`src/sv/next_greater_distance_stack_top_defines.svh`:
```
// ----------------------------------------------------------------------------
// next_greater_distance_stack_top_defines.svh
// Assertion macros used by nged_back of the next-greater-distance stack.
// ----------------------------------------------------------------------------
`ifndef NEXT_GREATER_DISTANCE_STACK_TOP_DEFINES_SVH
`define NEXT_GREATER_DISTANCE_STACK_TOP_DEFINES_SVH

// Same-cycle implication, disabled during reset.
`define NGED_ASSERT_NOW(label, ck, rn, ante, cons, msg) \
    label: assert property (@(posedge ck) disable iff (!rn) (ante) |-> (cons)) \
        else $error(msg);

// Next-cycle implication, disabled during reset.
`define NGED_ASSERT_NEXT(label, ck, rn, ante, cons, msg) \
    label: assert property (@(posedge ck) disable iff (!rn) (ante) |=> (cons)) \
        else $error(msg);

`endif

```
`src/sv/nged_pkg.sv`:
```
// ----------------------------------------------------------------------------
// nged_pkg
// Shared constants and types of the next-greater-distance stack.
// ----------------------------------------------------------------------------
`timescale 1ns / 1ps

package nged_pkg;

    localparam int MAX_LEN_DEF     = 64;
    localparam int SAMPLE_BITS_DEF = 16;
    localparam int POS_W           = 6;
    localparam int QUEUE_DEPTH     = 4;

    // Classification that the front attaches to each queued sample
    typedef struct packed {
        logic             seq_end;
        logic             ovf;
        logic [POS_W-1:0] pos;
    } ctl_t;

endpackage

```
`src/sv/next_greater_distance_stack_top.sv`:
```
// ----------------------------------------------------------------------------
// next_greater_distance_stack_top
// For each sample of a sequence, reports how many positions later a strictly
// greater sample arrives. The front takes a sample in any cycle the four-entry
// queue has room. For each sample the back pops and reports every pending
// entry it resolves, then pushes the sample; at the end of a sequence it
// flushes every pending entry and then closes the sequence. A dropped sample
// with nothing pending gives a lone overflow result. The pace of the back is
// set by the single read port of the stack RAM, which delivers one entry below
// the top per cycle while the result side does not stall. A result for a
// sample appears once the next result of the same item is known or the item
// completes, so that its run_last flag is exact.
// Samples past MAX_LEN in one sequence are dropped with an overflow result.
// The stack RAM needs no clearing after reset.
// ----------------------------------------------------------------------------
`timescale 1ns / 1ps

module next_greater_distance_stack_top #(
    parameter int MAX_LEN     = nged_pkg::MAX_LEN_DEF,
    parameter int SAMPLE_BITS = nged_pkg::SAMPLE_BITS_DEF
) (
    input  logic                          clk,
    input  logic                          rst_n,
    input  logic                          item_valid,
    output logic                          item_stall,
    input  logic signed [SAMPLE_BITS-1:0] sample,
    input  logic                          seq_end,
    output logic                          result_valid,
    input  logic                          result_stall,
    output logic [nged_pkg::POS_W-1:0]    position,
    output logic [nged_pkg::POS_W-1:0]    wait_count,
    output logic                          run_last,
    output logic                          overflow
);

    localparam int CTL_W = $bits(nged_pkg::ctl_t);
    localparam int QW    = SAMPLE_BITS + CTL_W;

    logic                   q_push, q_full, q_pop, q_empty;
    logic [SAMPLE_BITS-1:0] f_sample;
    nged_pkg::ctl_t         f_ctl;
    logic [QW-1:0]          q_rdata;
    nged_pkg::ctl_t         b_ctl;

    nged_front #(
        .MAX_LEN     (MAX_LEN),
        .SAMPLE_BITS (SAMPLE_BITS)
    ) u_front (
        .clk        (clk),
        .rst_n      (rst_n),
        .item_valid (item_valid),
        .item_stall (item_stall),
        .sample     (sample),
        .seq_end    (seq_end),
        .q_full     (q_full),
        .q_push     (q_push),
        .q_sample   (f_sample),
        .q_ctl      (f_ctl)
    );

    nged_fifo #(
        .WIDTH (QW),
        .DEPTH (nged_pkg::QUEUE_DEPTH)
    ) u_queue (
        .clk   (clk),
        .rst_n (rst_n),
        .push  (q_push),
        .wdata ({f_sample, f_ctl}),
        .full  (q_full),
        .pop   (q_pop),
        .rdata (q_rdata),
        .empty (q_empty)
    );

    assign b_ctl = q_rdata[CTL_W-1:0];

    nged_back #(
        .MAX_LEN     (MAX_LEN),
        .SAMPLE_BITS (SAMPLE_BITS)
    ) u_back (
        .clk          (clk),
        .rst_n        (rst_n),
        .q_empty      (q_empty),
        .q_sample     (q_rdata[QW-1:CTL_W]),
        .q_ctl        (b_ctl),
        .q_pop        (q_pop),
        .result_valid (result_valid),
        .result_stall (result_stall),
        .position     (position),
        .wait_count   (wait_count),
        .run_last     (run_last),
        .overflow     (overflow)
    );

endmodule

```
`src/sv/nged_ram.sv`:
```
// ----------------------------------------------------------------------------
// nged_ram
// Generic single-write, single-read RAM with registered read data.
// ----------------------------------------------------------------------------
`timescale 1ns / 1ps

module nged_ram #(
    parameter int WIDTH = 8,
    parameter int DEPTH = 64
) (
    input  logic                     clk,
    input  logic                     we,
    input  logic [$clog2(DEPTH)-1:0] waddr,
    input  logic [WIDTH-1:0]         wdata,
    input  logic                     re,
    input  logic [$clog2(DEPTH)-1:0] raddr,
    output logic [WIDTH-1:0]         rdata
);

    logic [WIDTH-1:0] mem_reg [DEPTH];
    logic [WIDTH-1:0] rdata_reg;

    always_ff @(posedge clk)
    begin
        if (we)
        begin
            mem_reg[waddr] <= wdata;
        end
        if (re)
        begin
            rdata_reg <= mem_reg[raddr];
        end
    end

    assign rdata = rdata_reg;

endmodule

```
`src/sv/nged_fifo.sv`:
```
// ----------------------------------------------------------------------------
// nged_fifo
// Short flop-based queue between the front and the back of the stack unit.
// ----------------------------------------------------------------------------
`timescale 1ns / 1ps

module nged_fifo #(
    parameter int WIDTH = 8,
    parameter int DEPTH = 4
) (
    input  logic             clk,
    input  logic             rst_n,
    input  logic             push,
    input  logic [WIDTH-1:0] wdata,
    output logic             full,
    input  logic             pop,
    output logic [WIDTH-1:0] rdata,
    output logic             empty
);

    localparam int PW = $clog2(DEPTH);
    localparam int CW = $clog2(DEPTH + 1);

    logic [WIDTH-1:0] mem_reg [DEPTH];
    logic [PW-1:0]    wr_ptr_reg, wr_ptr_next;
    logic [PW-1:0]    rd_ptr_reg, rd_ptr_next;
    logic [CW-1:0]    count_reg, count_next;
    logic             do_push, do_pop;

    assign full    = (count_reg == CW'(DEPTH));
    assign empty   = (count_reg == '0);
    assign do_push = push && !full;
    assign do_pop  = pop && !empty;
    assign rdata   = mem_reg[rd_ptr_reg];

    always_comb
    begin
        wr_ptr_next = wr_ptr_reg;
        rd_ptr_next = rd_ptr_reg;
        count_next  = count_reg;
        if (do_push)
        begin
            wr_ptr_next = (wr_ptr_reg == PW'(DEPTH - 1)) ? '0 : wr_ptr_reg + 1'b1;
        end
        if (do_pop)
        begin
            rd_ptr_next = (rd_ptr_reg == PW'(DEPTH - 1)) ? '0 : rd_ptr_reg + 1'b1;
        end
        if (do_push && !do_pop)
        begin
            count_next = count_reg + 1'b1;
        end
        else if (do_pop && !do_push)
        begin
            count_next = count_reg - 1'b1;
        end
    end

    always_ff @(posedge clk or negedge rst_n)
    begin
        if (!rst_n)
        begin
            wr_ptr_reg <= '0;
            rd_ptr_reg <= '0;
            count_reg  <= '0;
        end
        else
        begin
            wr_ptr_reg <= wr_ptr_next;
            rd_ptr_reg <= rd_ptr_next;
            count_reg  <= count_next;
        end
    end

    always_ff @(posedge clk)
    begin
        if (do_push)
        begin
            mem_reg[wr_ptr_reg] <= wdata;
        end
    end

endmodule

```
`src/sv/nged_front.sv`:
```
// ----------------------------------------------------------------------------
// nged_front
// Accepts samples, numbers them within the sequence and flags overflow.
// ----------------------------------------------------------------------------
`timescale 1ns / 1ps

module nged_front #(
    parameter int MAX_LEN     = nged_pkg::MAX_LEN_DEF,
    parameter int SAMPLE_BITS = nged_pkg::SAMPLE_BITS_DEF
) (
    input  logic                          clk,
    input  logic                          rst_n,
    input  logic                          item_valid,
    output logic                          item_stall,
    input  logic signed [SAMPLE_BITS-1:0] sample,
    input  logic                          seq_end,
    input  logic                          q_full,
    output logic                          q_push,
    output logic        [SAMPLE_BITS-1:0] q_sample,
    output nged_pkg::ctl_t                q_ctl
);

    localparam int CW = $clog2(MAX_LEN + 1);
    localparam int PW = nged_pkg::POS_W;

    logic [CW-1:0] next_pos_reg, next_pos_next;
    logic          accept;
    logic          is_ovf;

    assign item_stall = q_full;
    assign accept     = item_valid && !q_full;
    assign is_ovf     = (next_pos_reg >= CW'(MAX_LEN));

    assign q_push      = accept;
    assign q_sample    = sample;
    assign q_ctl.seq_end = seq_end;
    assign q_ctl.ovf   = is_ovf;
    assign q_ctl.pos   = PW'(next_pos_reg);

    always_comb
    begin
        next_pos_next = next_pos_reg;
        if (accept)
        begin
            // a dropped sample keeps the count unless it closes the sequence
            if (seq_end)
            begin
                next_pos_next = '0;
            end
            else if (!is_ovf)
            begin
                next_pos_next = next_pos_reg + 1'b1;
            end
        end
    end

    always_ff @(posedge clk or negedge rst_n)
    begin
        if (!rst_n)
        begin
            next_pos_reg <= '0;
        end
        else
        begin
            next_pos_reg <= next_pos_next;
        end
    end

endmodule

```
`src/sv/nged_back.sv`:
```
// ----------------------------------------------------------------------------
// nged_back
// Runs the monotonic stack: pops resolved entries, pushes the new sample,
// flushes at sequence end and drives the result register.
// ----------------------------------------------------------------------------
`timescale 1ns / 1ps
`include "next_greater_distance_stack_top_defines.svh"

module nged_back #(
    parameter int MAX_LEN     = nged_pkg::MAX_LEN_DEF,
    parameter int SAMPLE_BITS = nged_pkg::SAMPLE_BITS_DEF
) (
    input  logic                         clk,
    input  logic                         rst_n,
    input  logic                         q_empty,
    input  logic       [SAMPLE_BITS-1:0] q_sample,
    input  nged_pkg::ctl_t               q_ctl,
    output logic                         q_pop,
    output logic                         result_valid,
    input  logic                         result_stall,
    output logic [nged_pkg::POS_W-1:0]   position,
    output logic [nged_pkg::POS_W-1:0]   wait_count,
    output logic                         run_last,
    output logic                         overflow
);

    localparam int AW = $clog2(MAX_LEN);
    localparam int CW = $clog2(MAX_LEN + 1);
    localparam int PW = nged_pkg::POS_W;
    localparam int EW = PW + SAMPLE_BITS;

    typedef enum logic [1:0] {
        S_IDLE,
        S_SCAN,
        S_FLUSH,
        S_END
    } state_t;

    state_t                  state_reg, state_next;
    logic [CW-1:0]           cnt_reg, cnt_next;
    logic                    top_ram_reg, top_ram_next;
    logic signed [SAMPLE_BITS-1:0] top_val_reg, top_val_next;
    logic [PW-1:0]           top_pos_reg, top_pos_next;
    logic signed [SAMPLE_BITS-1:0] cur_val_reg, cur_val_next;
    logic [PW-1:0]           cur_pos_reg, cur_pos_next;
    logic                    cur_last_reg, cur_last_next;
    logic                    cur_ovf_reg, cur_ovf_next;
    logic                    hold_valid_reg, hold_valid_next;
    logic [PW-1:0]           hold_pos_reg, hold_pos_next;
    logic [PW-1:0]           hold_wait_reg, hold_wait_next;
    logic                    hold_ovf_reg, hold_ovf_next;
    logic                    out_valid_reg, out_valid_next;
    logic [PW-1:0]           out_pos_reg, out_pos_next;
    logic [PW-1:0]           out_wait_reg, out_wait_next;
    logic                    out_last_reg, out_last_next;
    logic                    out_ovf_reg, out_ovf_next;

    logic                    ram_we, ram_re;
    logic [AW-1:0]           ram_waddr, ram_raddr;
    logic [EW-1:0]           ram_wdata, ram_rdata;

    logic signed [SAMPLE_BITS-1:0] top_v;
    logic [PW-1:0]           top_p;
    logic [CW-1:0]           cnt_m1, cnt_m2;
    logic                    has_top, out_free, emit_ok;
    logic                    emit, pop_stack, push_stack, do_final, finish;
    logic [PW-1:0]           emit_pos, emit_wait;
    logic                    emit_ovf;

    nged_ram #(
        .WIDTH (EW),
        .DEPTH (MAX_LEN)
    ) u_stack_ram (
        .clk   (clk),
        .we    (ram_we),
        .waddr (ram_waddr),
        .wdata (ram_wdata),
        .re    (ram_re),
        .raddr (ram_raddr),
        .rdata (ram_rdata)
    );

    // top of stack sits in the top register or, right after a pop, in the RAM read data
    assign top_v    = top_ram_reg ? $signed(ram_rdata[EW-1:PW]) : top_val_reg;
    assign top_p    = top_ram_reg ? ram_rdata[PW-1:0] : top_pos_reg;
    assign cnt_m1   = cnt_reg - 1'b1;
    assign cnt_m2   = cnt_reg - CW'(2);
    assign has_top  = (cnt_reg != '0);
    assign out_free = !out_valid_reg || !result_stall;
    assign emit_ok  = !hold_valid_reg || out_free;

    always_comb
    begin
        state_next      = state_reg;
        cnt_next        = cnt_reg;
        top_ram_next    = top_ram_reg;
        top_val_next    = top_val_reg;
        top_pos_next    = top_pos_reg;
        cur_val_next    = cur_val_reg;
        cur_pos_next    = cur_pos_reg;
        cur_last_next   = cur_last_reg;
        cur_ovf_next    = cur_ovf_reg;
        hold_valid_next = hold_valid_reg;
        hold_pos_next   = hold_pos_reg;
        hold_wait_next  = hold_wait_reg;
        hold_ovf_next   = hold_ovf_reg;
        out_valid_next  = out_valid_reg;
        out_pos_next    = out_pos_reg;
        out_wait_next   = out_wait_reg;
        out_last_next   = out_last_reg;
        out_ovf_next    = out_ovf_reg;
        ram_we          = 1'b0;
        ram_re          = 1'b0;
        ram_waddr       = cnt_m1[AW-1:0];
        ram_raddr       = cnt_m2[AW-1:0];
        ram_wdata       = {top_v, top_p};
        q_pop           = 1'b0;
        emit            = 1'b0;
        pop_stack       = 1'b0;
        push_stack      = 1'b0;
        do_final        = 1'b0;
        finish          = 1'b0;
        emit_pos        = top_p;
        emit_wait       = '0;
        emit_ovf        = 1'b0;

        if (out_valid_reg && !result_stall)
        begin
            out_valid_next = 1'b0;
        end

        unique case (state_reg)
            S_IDLE:
            begin
                finish = 1'b1;
            end
            S_SCAN:
            begin
                if (has_top && (top_v < cur_val_reg))
                begin
                    if (emit_ok)
                    begin
                        emit      = 1'b1;
                        emit_wait = cur_pos_reg - top_p;
                        pop_stack = 1'b1;
                    end
                end
                else
                begin
                    push_stack = 1'b1;
                    if (cur_last_reg)
                    begin
                        state_next = S_FLUSH;
                    end
                    else
                    begin
                        do_final = 1'b1;
                    end
                end
            end
            S_FLUSH:
            begin
                if (has_top)
                begin
                    if (emit_ok)
                    begin
                        emit      = 1'b1;
                        emit_ovf  = cur_ovf_reg;
                        pop_stack = 1'b1;
                    end
                end
                else
                begin
                    do_final = 1'b1;
                end
            end
            S_END:
            begin
                do_final = 1'b1;
            end
            default:
            begin
                state_next = S_IDLE;
            end
        endcase

        // advance the stack pointer and prefetch the entry below the popped one
        if (pop_stack)
        begin
            cnt_next = cnt_m1;
            if (cnt_reg >= CW'(2))
            begin
                ram_re       = 1'b1;
                top_ram_next = 1'b1;
            end
        end

        // spill the old top to RAM and keep the new sample in the top register
        if (push_stack && (cnt_reg != CW'(MAX_LEN)))
        begin
            ram_we       = has_top;
            top_val_next = cur_val_reg;
            top_pos_next = cur_pos_reg;
            top_ram_next = 1'b0;
            cnt_next     = cnt_reg + 1'b1;
        end

        // a new result displaces the held one; only the item's final result is marked last
        if (emit)
        begin
            if (hold_valid_reg)
            begin
                out_valid_next = 1'b1;
                out_pos_next   = hold_pos_reg;
                out_wait_next  = hold_wait_reg;
                out_last_next  = 1'b0;
                out_ovf_next   = hold_ovf_reg;
            end
            hold_valid_next = 1'b1;
            hold_pos_next   = emit_pos;
            hold_wait_next  = emit_wait;
            hold_ovf_next   = emit_ovf;
        end

        if (do_final)
        begin
            if (hold_valid_reg)
            begin
                if (out_free)
                begin
                    out_valid_next  = 1'b1;
                    out_pos_next    = hold_pos_reg;
                    out_wait_next   = hold_wait_reg;
                    out_last_next   = 1'b1;
                    out_ovf_next    = hold_ovf_reg;
                    hold_valid_next = 1'b0;
                    finish          = 1'b1;
                end
            end
            else if (cur_ovf_reg)
            begin
                // dropped sample with nothing pending
                if (out_free)
                begin
                    out_valid_next = 1'b1;
                    out_pos_next   = '0;
                    out_wait_next  = '0;
                    out_last_next  = 1'b1;
                    out_ovf_next   = 1'b1;
                    finish         = 1'b1;
                end
            end
            else
            begin
                finish = 1'b1;
            end
            if (!finish)
            begin
                state_next = S_END;
            end
        end

        if (finish)
        begin
            if (!q_empty)
            begin
                q_pop         = 1'b1;
                cur_val_next  = $signed(q_sample);
                cur_pos_next  = q_ctl.pos;
                cur_last_next = q_ctl.seq_end;
                cur_ovf_next  = q_ctl.ovf;
                if (q_ctl.ovf)
                begin
                    state_next = q_ctl.seq_end ? S_FLUSH : S_END;
                end
                else
                begin
                    state_next = S_SCAN;
                end
            end
            else
            begin
                state_next = S_IDLE;
            end
        end
    end

    always_ff @(posedge clk or negedge rst_n)
    begin
        if (!rst_n)
        begin
            state_reg      <= S_IDLE;
            cnt_reg        <= '0;
            top_ram_reg    <= 1'b0;
            top_val_reg    <= '0;
            top_pos_reg    <= '0;
            cur_val_reg    <= '0;
            cur_pos_reg    <= '0;
            cur_last_reg   <= 1'b0;
            cur_ovf_reg    <= 1'b0;
            hold_valid_reg <= 1'b0;
            hold_pos_reg   <= '0;
            hold_wait_reg  <= '0;
            hold_ovf_reg   <= 1'b0;
            out_valid_reg  <= 1'b0;
            out_pos_reg    <= '0;
            out_wait_reg   <= '0;
            out_last_reg   <= 1'b0;
            out_ovf_reg    <= 1'b0;
        end
        else
        begin
            state_reg      <= state_next;
            cnt_reg        <= cnt_next;
            top_ram_reg    <= top_ram_next;
            top_val_reg    <= top_val_next;
            top_pos_reg    <= top_pos_next;
            cur_val_reg    <= cur_val_next;
            cur_pos_reg    <= cur_pos_next;
            cur_last_reg   <= cur_last_next;
            cur_ovf_reg    <= cur_ovf_next;
            hold_valid_reg <= hold_valid_next;
            hold_pos_reg   <= hold_pos_next;
            hold_wait_reg  <= hold_wait_next;
            hold_ovf_reg   <= hold_ovf_next;
            out_valid_reg  <= out_valid_next;
            out_pos_reg    <= out_pos_next;
            out_wait_reg   <= out_wait_next;
            out_last_reg   <= out_last_next;
            out_ovf_reg    <= out_ovf_next;
        end
    end

    assign result_valid = out_valid_reg;
    assign position     = out_pos_reg;
    assign wait_count   = out_wait_reg;
    assign run_last     = out_last_reg;
    assign overflow     = out_ovf_reg;

    `NGED_ASSERT_NOW(a_cnt_bound, clk, rst_n, 1'b1, cnt_reg <= CW'(MAX_LEN), "stack depth beyond MAX_LEN")
    `NGED_ASSERT_NEXT(a_cnt_step, clk, rst_n, 1'b1, (cnt_reg == $past(cnt_reg)) || (cnt_reg == $past(cnt_reg) + 1'b1) || (cnt_reg == $past(cnt_reg) - 1'b1), "stack depth moved by more than one")
    `NGED_ASSERT_NOW(a_ovf_wait, clk, rst_n, result_valid && overflow, wait_count == '0, "overflow result with nonzero wait")
    `NGED_ASSERT_NOW(a_idle_hold, clk, rst_n, state_reg == S_IDLE, !hold_valid_reg, "held result left behind at idle")

endmodule

```
`config.mk`:
```
export PLATFORM = sky130hd
export DESIGN_NAME = next_greater_distance_stack_top
export DESIGN_NICKNAME = d
export VERILOG_FILES = /design/src/sv/nged_pkg.sv /design/src/sv/next_greater_distance_stack_top.sv /design/src/sv/nged_ram.sv /design/src/sv/nged_fifo.sv /design/src/sv/nged_front.sv /design/src/sv/nged_back.sv
export VERILOG_INCLUDE_DIRS = /design/src /design/src/sv
export SDC_FILE = /design/constraint.sdc
export NUM_CORES = 2
export LEC_CHECK = 0
export ABC_AREA = 1
export BUFFER_PORTS_ARGS = -buffer_cell sky130_fd_sc_hd__buf_2
export CAP_MARGIN = 20
export CORE_MARGIN = 10
export CORE_UTILIZATION = 50
export CTS_CLUSTER_DIAMETER = 50
export CTS_CLUSTER_SIZE = 14
export DETAILED_ROUTE_END_ITERATION = 10
export PLACE_DENSITY = 0.68
export SLEW_MARGIN = 20
export SYNTH_ARGS = -nofsm -noshare
export SYNTH_HDL_FRONTEND = slang
export SYNTH_SLANG_ARGS = --single-unit
```
`constraint.sdc`:
```
create_clock -name clk -period 5.3 [get_ports clk]
set_clock_uncertainty 0.05 [all_clocks]
set_input_delay 0 -clock clk [delete_from_list [all_inputs] [get_ports clk]]
set_output_delay 0 -clock clk [all_outputs]
set_load 0.01 [all_outputs]
```
---- Yosys cells after proc, flatten, opt, wreduce, memory -nomap -nowiden ----
Memories as Yosys holds them, arrays and structs flattened. A register that Yosys moved wholly into a read port is not among the register bits.
Cells that the tools add are included.
word-level totals
  input bits .............................. 21
  output and inout bits ................... 16
  flip-flop bits (word level) ............. 99
  RAM bits ................................ 1504
  memories ................................ 2
memory list
  name                        words  width  rd ports  clocked after Yosys merged registers in  write ports  line             RTL
  u_back.u_stack_ram.mem_reg  64     22     1         1                                        1            nged_ram.sv:20   logic [WIDTH-1:0] mem_reg [DEPTH];
  u_queue.mem_reg             4      24     1         0                                        1            nged_fifo.sv:24  logic [WIDTH-1:0] mem_reg [DEPTH];
cells by class
  add/sub/neg operators ................... 9
  multiplexer cells ....................... 91
  bitwise logic cells ..................... 1
  equality and inequality tests ........... 8
  magnitude comparators ................... 3
  reductions and logical operators ........ 26
operators by type and width
  kind                                                                   count
  6-bit 2-to-1 mux                                                       18
  1-bit 2-to-1 mux                                                       54
  7-bit 2-to-1 mux                                                       4
  2-bit 2-to-1 mux                                                       10
  16-bit less-than comparator                                            1
  16-bit 2-to-1 mux                                                      1
  7-bit by 1-bit adder with 7-bit output, second input constant          2
  2-bit equality test, second input constant                             4
  1-bit logical AND                                                      8
  7-bit by 2-bit >= comparator with 1-bit output, second input constant  1
  7-bit >= comparator, second input constant                             1
  1-bit zero test                                                        7
  7-bit inequality test, second input constant                           1
  7-bit nonzero test                                                     1
  7-bit by 1-bit subtractor with 7-bit output, second input constant     1
  3-bit 2-to-1 mux                                                       2
  2-bit AND reduction                                                    3
  2-bit nonzero test                                                     3
  6-bit by 2-bit subtractor with 6-bit output, second input constant     1
  6-bit subtractor                                                       1
  2-bit by 1-bit adder with 2-bit output, second input constant          2
  3-bit by 1-bit adder with 3-bit output, second input constant          1
  3-bit equality test, second input constant                             1
  3-bit zero test                                                        1
  other kinds (8)                                                        9

---- Depth between registers and ports, before layout ----
  word-level depth ........................ 12
  depth in mapped cells ................... 28
  mapped depth without buffers ............ 25

---- By module ----
Synthesis repeated with hierarchy kept, for this count alone.
second synthesis, totals
  cells, all modules ...................... 5926
  area total of the unflattened synthesis .. 67634.9 µm²
modules (own cells, without submodules)
  module      instances  area an instance (µm²)  sequential area each (µm²)  cells an instance
  nged_ram    1          57433.8                 42941.2                     4800
  nged_back   1          5195.0                  2127.0                      704
  nged_fifo   1          4366.7                  3057.9                      341
  nged_front  1          639.4                   175.2                       81

---- Least setup slack after synthesis ----
No wires, ideal clock.
  kind .................................... register to register
  start ................................... register u_back.top_ram_reg
  end ..................................... memory u_back.u_stack_ram.mem_reg[0][0] (netlist bit), enable pin
  setup time .............................. 0.401 ns
  arrival ................................. 4.441 ns
  stages on the path, launching flop included .. 22
  path slack .............................. 0.408 ns
  buffers on the path ..................... 2
  cell sequence ........................... dfrtp_1 -> inv_2 -> clkbuf_1 -> clkbuf_1 -> nand2_1 -> nand2_1 -> ha_1 -> nand2_1 -> inv_1 -> nand3_1 -> inv_1 -> a21oi_1 -> nand3_1 -> nand3_2 -> nand2_1 -> inv_2 -> nand2_2 -> inv_2 -> nand2_1 -> inv_2 -> nand2_2 -> nor2_1
on the way
  cells in the longest elaborated chain, start to end .. 9
RTL lines
  what                                    line              RTL
  start, declared                         nged_back.sv:41   logic top_ram_reg, top_ram_next;
  start signal, assigned                  nged_back.sv:315  top_ram_reg <= top_ram_next;
  16-bit 2-to-1 mux                       nged_back.sv:84   assign top_v = top_ram_reg ? $signed(ram_rdata[EW-1:PW]) : top_val_reg;
  net u_back.top_v[15]                    nged_back.sv:62   logic signed [SAMPLE_BITS-1:0] top_v;
  16-bit less-than comparator             nged_back.sv:139  if (has_top && (top_v < cur_val_reg))
  1-bit logical AND                       nged_back.sv:139
  1-bit 2-to-1 mux                        nged_back.sv:139
  1-bit 2-to-1 mux                        nged_back.sv:132  unique case (state_reg)
  1-bit logical AND                       nged_back.sv:199  if (push_stack && (cnt_reg != CW'(MAX_LEN)))
  1-bit 2-to-1 mux                        nged_back.sv:199
  1-bit 2-to-1 mux                        nged_ram.sv:25    if (we)
  1-bit 2-to-1 mux (implied by the code)  nged_ram.sv:27    mem_reg[waddr] <= wdata;
  end, declared                           nged_ram.sv:20
The timed path passes the listed nets, and every way through them passes these cells.

---- Worst setup path after layout ----
  start ................................... register u_back.top_ram_reg
  end ..................................... memory u_back.u_stack_ram.mem_reg[48][16] (netlist bit), enable pin
The elaborated chain is that of the path after synthesis.

==> impl_metrics.ini <==
[logic_synthesis]
netlist_area_sq_mm = 0.0651
synth_cell_types = 46
syn_nets = 5210
synth_compound_area_frac = 0.130
synthMuxAreaShare = 0.000173
yosysMostFrequentCell = edfxtp_1
yosys_register_bits = 1625
synth_edf_count = 1526
ys.flop_type = edfxtp_1
synth_adder_area_share = 0.00811
synth.area.top_cells = edfxtp_1, o21ai_0, nor2_1
synth_top_family_by_area = compound AO/OA/AOI/OAI gates
seq_area_frac_synth = 0.741
avgSynthCellArea_sq_um = 12.7
synth_xor_area_frac = 0.00215
synth_common_cells = edfxtp_1, nor2_1, o21ai_0
yosys.area_share.simple = 0.0907
synth_top_area_share = 0.703
ys_warn_count = 0
async_flop_share = 0.0609
synthCells = 5148
yosys.area.top_type = edfxtp_1

[sta]
rsz0062_at_grt = false
relSlewSlack = 0.186
layout_min_cycle_time_ns = 4.53
maxSlewViolCount = 0
holdWs_ns = 0.134
fmax_mhz = 221
setup_tns_ns = 0
final-hold-violation-count = 0
fin_crit_sh = 0.855
tightest_slew_ns = 1.22
setup_violations = 0

[cells_and_area]
fin_cells = 7014
final_layout_size_suffix_gt1_frac = 0.102
post-route-util = 0.563
area_growth_pct = 12.0
nFillCells = 10300
largest_reg_flops = 1408
num-nets-final = 5236

[clock_network]
ctsResizeCount = 0
cts.htree.levels = 4
cts_buffer_depth = 3
cts-root-buf = clkbuf_16
cts_buffers = 155
clock-sinks = 1625
cts.clk_slew.worst_paths_ns = 0.06
post_cts_buffers = 0
clock_latency_ns = 0.81
cts_tree = built

[floorplanning]
die_h_microns = 381
num_io_pins = 37
core_area_sq_mm = 0.129
die_w_microns = 381
start_util = 0.503
placementRows = 132
fp.dieArea_sq_mm = 0.145

[placement]
dp_cells = 6719
port_buffers = 36
dp_hpwl_microns = 101000
globalplace.congestion = 0.922

[worst_setup_path]
critPathMaxFanout = 23
path_class = flop to flop
arrival_ns = 4.98
reg2reg_depth = 20
worstSetupStartpointType = flop
required_ns = 5.75
endpoint_kind = flop

[detailed_routing]
drtIter0Drc = 6053
dr_total_vias = 43000
drt_first_pass_iters = 5
drc = 0
via_per_inst = 6.13
routed_wl_microns = 181000
wl_per_cell_microns = 25.8
drtAntennaViolNets = 0

[run]
maxCapViolations = 0

[global_route]
overflow = 0
grt_pass1_vias = 40500
grt_first_pass_wirelength_microns = 266000
antenna_found_initial = 3
gr-usage-all-layers = 0.242
grt_start_max_net_pins = 213

[status]
status = completed

[worst_hold_path]
hold-path-cell-count = 5
hold_path_class = input pin to flop
[cell type report]
type / count / area, sq um / share of cell area
clock inverter: 78 / 870 / 0.0119
sequential: 1625 / 48300 / 0.662
timing repair buffer: 222 / 1860 / 0.0255
inverter: 99 / 400 / 0.00549
clock buffer: 174 / 3990 / 0.0547
multi-input combinational: 3071 / 15300 / 0.210
tap: 1742 / 2180 / 0.0299
antenna: 3 / 7.51 / 0.000103
[routing by layer]
layer,global-route usage,vias to the layer above,part of all wire
met5,0,-,0.00099
met1,0.333,21200,0.40
met4,0.113,6,0.049
li1,-,19000,-
met2,0.365,2311,0.45
met3,0.0537,401,0.10
[cell families (layout without fill, tap and decap cells)]
family | after synthesis | in the layout
xor gates and xnor gates | 16 | 16
and+or+nand+nor | 1510 | 1510
AOI/OAI and AO/OA | 1503 | 1503
DFF | 1625 | 1625
buffers and inverters | 452 | 573
other | 0 | 3
muxes | 1 | 1
adders and majority gates | 41 | 41
[what timing repair did]
item	in CTS	in global routing
endpoints found under the setup margin	0	0
hold buffers	39	0
hold endpoints to repair	188	0
[critical path, stage by stage, from the launching register on]
cell	delay, ns
dfrtp_1	0.39
inv_2	0.31
nand2_1	0.12
nand2_2	0.28
ha_1	0.30
nand2_1	0.08
inv_1	0.04
nand3_1	0.08
inv_1	0.05
a21oi_1	0.17
nand3_1	0.14
nand3_2	0.13
nand2_1	0.09
inv_2	0.07
nand2_2	0.05
inv_2	0.16
nand2_1	0.16
inv_2	0.20
nand2_2	0.38
nor2_2	0.63
buf_4	0.33
[path summary, 6_finish.rpt]
| path | start | slack (ns) | to |
|---|---|---|---|
| max reg2reg | u_back.top_ram_reg | 0.77 | u_back.u_stack_ram.mem_reg[48][16] |
| min | seq_end | 0.13 | u_front.next_pos_reg[0] |
| max | u_back.top_ram_reg | 0.77 | u_back.u_stack_ram.mem_reg[48][16] |
| min in group asynchronous | rst_n | 0.23 | u_back.cur_val_reg[8] |
| max in group asynchronous | rst_n | 4.14 | u_back.cnt_reg[1] |
| min reg2reg | u_back.cur_val_reg[10] | 0.42 | u_back.cur_val_reg[10] |
[metrics by stage]
stage          worst slack, ns  instance area (sq um)
3_5_place_dp             0.901                  67600
4_1_cts                  0.871                  72900
3_3_place_gp             0.907                  67600
5_1_grt                  0.482                  72900
6_report                 0.770                  72900
2_1_floorplan            0.408                  65100
[layout by cell type, fill, tap and decap left out, drive strengths merged, types with 38 or more instances in the layout]
cell and count:
o22ai 393, nor2 1080, inv 116, ha 39, nand3 96, a21oi 39
clkbuf 174, dlygate4sd3 38, edfxtp 1526, buf 184, o21ai 934, nand2 303
dfrtp 99, clkinv 41
Power is left out: the tool's default activity adds up to more than one toggle a clock period on the data nets, which glitch-free logic cannot reach.
